### src/hw/rtl/tsc_pkg.sv
// ----------------------------------------------------------------------------
// tsc_pkg
// Shared widths, constants and types for the touch sample calibration block.
// ----------------------------------------------------------------------------
package tsc_pkg;

  localparam int COEF_W     = 32;
  localparam int RAW_W      = 10;
  localparam int Z_W        = 15;
  localparam int TIME_W     = 32;
  localparam int DELAY_W    = 16;
  localparam int POS_W      = 16;
  localparam int PRES_W     = 17;
  localparam int CFG_IDX_W  = 3;
  localparam int CFG_DATA_W = 32;

  // pressure window, exclusive at both ends
  localparam int MIN_PRESSURE = 10;
  localparam int MAX_PRESSURE = 1000;

  // affine datapath
  localparam int SCALE       = 10000;
  localparam int ROUND       = 5000;
  localparam int PROD_W      = COEF_W + RAW_W + 1;   // 32b signed x 11b signed
  localparam int SUM_W       = PROD_W + 1;           // two products plus offset
  localparam int MAG_W       = 29;                   // |sum| below the saturation limit
  localparam int RECIP_SHIFT = MAG_W + 14;           // exact for MAG_W bit dividends
  localparam int RECIP_W     = 30;
  localparam int SCALED_W    = MAG_W + RECIP_W;
  localparam logic [RECIP_W-1:0] RECIP =
    RECIP_W'(((64'd1 << RECIP_SHIFT) + 64'(SCALE) - 64'd1) / 64'(SCALE));
  localparam logic signed [SUM_W-1:0] SAT_LIMIT = SUM_W'(SCALE * 32768);
  localparam logic signed [POS_W-1:0] POS_MAX = 16'sh7fff;
  localparam logic signed [POS_W-1:0] POS_MIN = 16'sh8000;

  // pressure arithmetic
  localparam int PCALC_W = PRES_W + 1;
  localparam logic signed [PCALC_W-1:0] PRES_HI = PCALC_W'(65535);
  localparam logic signed [PCALC_W-1:0] PRES_LO = -PCALC_W'(32768);

  // register map
  localparam logic [CFG_IDX_W-1:0] REG_COEF_A        = 3'd0;
  localparam logic [CFG_IDX_W-1:0] REG_COEF_B        = 3'd1;
  localparam logic [CFG_IDX_W-1:0] REG_COEF_C        = 3'd2;
  localparam logic [CFG_IDX_W-1:0] REG_COEF_D        = 3'd3;
  localparam logic [CFG_IDX_W-1:0] REG_COEF_E        = 3'd4;
  localparam logic [CFG_IDX_W-1:0] REG_COEF_F        = 3'd5;
  localparam logic [CFG_IDX_W-1:0] REG_MIN_RESIST    = 3'd6;
  localparam logic [CFG_IDX_W-1:0] REG_RELEASE_DELAY = 3'd7;

  // event kinds
  localparam logic EV_DOWN = 1'b0;
  localparam logic EV_UP   = 1'b1;

  // pipeline depth from input register to output register
  localparam int NUM_STAGES = 6;

  typedef struct packed {
    logic signed [COEF_W-1:0] w_x;
    logic signed [COEF_W-1:0] w_y;
    logic signed [COEF_W-1:0] offset;
  } affine_coef_t;

  typedef struct packed {
    logic                      down;
    logic                      up;
    logic signed [PRES_W-1:0]  pressure;
  } touch_dec_t;

  typedef struct packed {
    logic mul;
    logic sum;
    logic abs;
    logic div;
  } pipe_en_t;

endpackage

### src/hw/rtl/tsc_affine.sv
// ----------------------------------------------------------------------------
// tsc_affine
// One calibrated axis: products, sum, magnitude and saturation check,
// reciprocal multiply by 1/10000, then sign restore and clamp.
// ----------------------------------------------------------------------------
module tsc_affine (
  input  logic                               clk,
  input  tsc_pkg::pipe_en_t                  en,
  input  logic [tsc_pkg::RAW_W-1:0]          raw_x,
  input  logic [tsc_pkg::RAW_W-1:0]          raw_y,
  input  tsc_pkg::affine_coef_t              coef,
  output logic signed [tsc_pkg::POS_W-1:0]   pos
);
  import tsc_pkg::*;

  logic signed [PROD_W-1:0] prod_x;
  logic signed [PROD_W-1:0] prod_y;
  logic signed [SUM_W-1:0]  sum;
  logic                     sat_hi;
  logic                     sat_lo;
  logic                     neg;
  logic [MAG_W-1:0]         mag;
  logic                     sat_hi_d;
  logic                     sat_lo_d;
  logic                     neg_d;
  logic [SCALED_W-1:0]      scaled;
  logic signed [POS_W-1:0]  quot;

  always_ff @(posedge clk) begin
    if (en.mul) begin
      prod_x <= PROD_W'(coef.w_x) * PROD_W'($signed({1'b0, raw_x}));
      prod_y <= PROD_W'(coef.w_y) * PROD_W'($signed({1'b0, raw_y}));
    end
    if (en.sum) begin
      sum <= SUM_W'(prod_x) + SUM_W'(prod_y) + SUM_W'(coef.offset) + SUM_W'(ROUND);
    end
    // below the limit the magnitude fits MAG_W bits; above it the flags decide
    if (en.abs) begin
      sat_hi <= sum >= SAT_LIMIT;
      sat_lo <= sum <= -SAT_LIMIT;
      neg    <= sum[SUM_W-1];
      mag    <= sum[SUM_W-1] ? MAG_W'(-sum) : MAG_W'(sum);
    end
    if (en.div) begin
      scaled   <= SCALED_W'(mag) * SCALED_W'(RECIP);
      sat_hi_d <= sat_hi;
      sat_lo_d <= sat_lo;
      neg_d    <= neg;
    end
  end

  assign quot = $signed(scaled[RECIP_SHIFT +: POS_W]);

  // truncate toward zero: divide the magnitude, then restore the sign
  always_comb begin
    if (sat_hi_d) begin
      pos = POS_MAX;
    end else if (sat_lo_d) begin
      pos = POS_MIN;
    end else if (neg_d) begin
      pos = -quot;
    end else begin
      pos = quot;
    end
  end

endmodule

### config.mk
export PLATFORM = sky130hd
export DESIGN_NAME = tsc_affine
export DESIGN_NICKNAME = d
export VERILOG_FILES = /design/src/hw/rtl/tsc_pkg.sv /design/src/hw/rtl/tsc_affine.sv
export SDC_FILE = /design/constraint.sdc
export NUM_CORES = 2
export LEC_CHECK = 0
export BUFFER_PORTS_ARGS = -buffer_cell sky130_fd_sc_hd__buf_2
export CELL_PAD_IN_SITES_DETAIL_PLACEMENT = 0
export CELL_PAD_IN_SITES_GLOBAL_PLACEMENT = 1
export CORE_MARGIN = 2
export CORE_UTILIZATION = 45
export DETAILED_ROUTE_END_ITERATION = 12
export GPL_ROUTABILITY_DRIVEN = 0
export GPL_TIMING_DRIVEN = 0
export PLACE_DENSITY_LB_ADDON = 0.1
export SYNTH_ARGS = -nofsm -noshare
export SYNTH_HDL_FRONTEND = slang
export SYNTH_SLANG_ARGS = --single-unit
### constraint.sdc
create_clock -name clk -period 9.3 [get_ports clk]
set_input_delay 0.93 -clock clk [delete_from_list [all_inputs] [get_ports clk]]
set_output_delay 0.93 -clock clk [all_outputs]
set_load 0.02 [all_outputs]
==> run metrics <==
postcts setup bufs 0; first-pass GRT wire length 193.4 mm; placeable core region 103800 sq um; drt first pass iters 7; initial drt markers 1521; synth warn 0; GRT Util Overall 23.51%; total I/O pin count 137; Post-synth top cells inv_1 (1080), fa_1 (969), ha_1 (613), nand2_1 (389), and2_1 (360); Setup crit end kind register; fin crit period 8.968 ns; Final Hold Viols 0; Area Overhead vs Synth 5.733%; Gate Count Post-Synth 4682; largest cells by area after synthesis fa_1 (41%), ha_1 (16%), edfxtp_1 (12%), inv_1 (8.6%), and2_1 (4.8%); largest net degree at the start of global routing 46; wire length per cell 19.50 um; post-synth top area share 41.09%; Overflow after GRT 0; number of synthesized register bits 181; ys flop type edfxtp_1; Die Width 327.9 um; Max-Cap Viols 0; count of flip-flops with a built-in enable after synthesis 181; Place WS -0.1978 ns; slew at the pin closest to its max-slew limit 1.059 ns; layout cells sized above 1 2.711%; number of buffers created by CTS 17; RSZ-0062 raised after global routing no; Synth cell types 68; total number of vias 31610; sequential share of the synthesized area 11.51%; fmax 111.5 MHz; mapped cell area 47210 sq um; Detail Route Antenna Nets 0; CP Launch Type register; final setup fails 0; Slew headroom 29.40%; clk buf depth 2; # DRC 0; syn_nets 6385; most frequent cell after synthesis inv_1; CTS tree yes; Slew Limit Fails 0; status completed; final worst setup slack 0.3320 ns; die area 107500 sq um; fin util 48.09%; clock transition at the registers of the reported paths 0.07 ns; die height 327.9 um; Mapped Avg Cell Area 10.08 sq um; Cell Rows 118; H-Tree Depth 4; CP Class register to register; WP data required 9.51 ns; Port-buffer cells 80; # clock sinks 181; Tcrit/Tclk final 96.43%; worst-path fanout max 7; ys async rst share 0%; clock tree root buffer cell clkbuf_16; Post-Place Cell Area 49360 sq um; dpl hpwl 106.3 mm; worst hold path class register to register; clk_skew 0.009750 ns; nets 6485; Final Cell Area 49920 sq um; CP arrival 9.17 ns; vias in the first global route 34330; cell taking the most area after synthesis fa_1; Initial Util 45.48%; initial antenna violation count 5; overall routed net length 120.5 mm; Vias/cell 5.116; total negative slack 0 ns; latest clock arrival within the worst-skew pair 0.47 ns
-- kinds of logic after synthesis --
kind of cell,count (synthesis),share of synthesized area (%)
buffers and inverters,1221,9.708
adder cells (fa/ha/maj),1582,57.34
AO/OA/AOI/OAI,510,7.119
AND/OR/NAND/NOR,998,10.79
flip-flops,181,11.51
multiplexers,2,0.04241
XOR/XNOR,188,3.488
-- routing by layer --
layer	global-route usage, %	wire length, um
met1	30.39	51580
met5	0	23
met3	2.216	3834
met4	4.866	2370
met2	42.76	62710
-- what timing repair did --
| item | CTS | global route |
|---|---|---|
| gates cloned | 0 | 0 |
| hold buffers | 0 | 0 |
| endpoints found under the setup margin | 7 | 6 |
| pin swaps | 0 | 0 |
| gates resized for setup | 1 | 1 |
-- critical path: stages, from the launching register on --
cell       delay [ns]
edfxtp_1         0.59
fa_1             0.64
inv_1            0.07
fa_1             0.50
inv_1            0.09
fa_1             0.48
fa_1             0.61
fa_1             0.46
fa_1             0.41
fa_1             0.54
inv_1            0.06
fa_1             0.47
inv_1            0.04
ha_1             0.31
nand3_1          0.14
or4_1            0.61
nor3_2           0.45
nand2_1          0.24
nor4b_2          0.81
o2111ai_1        0.39
a21oi_2          0.46
a31oi_1          0.17
xnor2_1          0.18
-- worst paths after layout --
kind	cells after the start	end	startpoint	slack (ns)
worst min register to register	0	mag[0]$_DFFE_PP_	sum[0]$_DFFE_PP_	0.55
worst max register to register	22	scaled[58]$_DFFE_PP_	mag[27]$_DFFE_PP_	0.33
worst max-delay path	22	scaled[58]$_DFFE_PP_	mag[27]$_DFFE_PP_	0.33
worst min-delay path	0	mag[0]$_DFFE_PP_	sum[0]$_DFFE_PP_	0.55
-- flip-flops by register name (all words and copies together), names as in the netlist --
signal and count:
prod_y 43, mag 29, sat_lo_d 1, sat_hi_d 1, sat_lo 1, sum 44, sat_hi 1, prod_x 43
scaled 16, neg_d 1, neg 1
-- cells in the final DEF (no fill, tap or decap), types with 20 or more instances in the layout --
cell         n
nand2_1    389
o21bai_1    39
nand4_1     20
edfxtp_1   181
nand3_1     29
ha_1       613
clkbuf_1   139
o21ai_0     83
a21o_1      86
inv_1     1080
xor2_1      62
and2_1     360
fa_1       969
xnor2_1    126
a31oi_1     25
a21oi_1    144
nor2_1      73
buf_2       79
nor3_1      25
-- area by class of cell --
type | count | area [sq um]
fillers | 10030 | 53880
clock inverters | 14 | 102.6
plain buffers | 141 | 529.3
clock buffers | 18 | 429.2
diodes | 4 | 10.01
repair buffers | 81 | 422.9
flip-flops and latches | 181 | 5435
inverters | 1080 | 4054
well taps | 1380 | 1727
multi-input cells | 3280 | 37210
-- per-stage QoR --
stage	instances	hold WS [ns]
floorplan	4682	0.4003
global placement	6142	0.5320
detailed placement	6143	0.5422
CTS	6175	0.5603
global route	6176	0.5691
finish	6179	0.5502
Power is not shown: default switching activity piles up to over one toggle a cycle in this logic, so the estimate is an artifact.
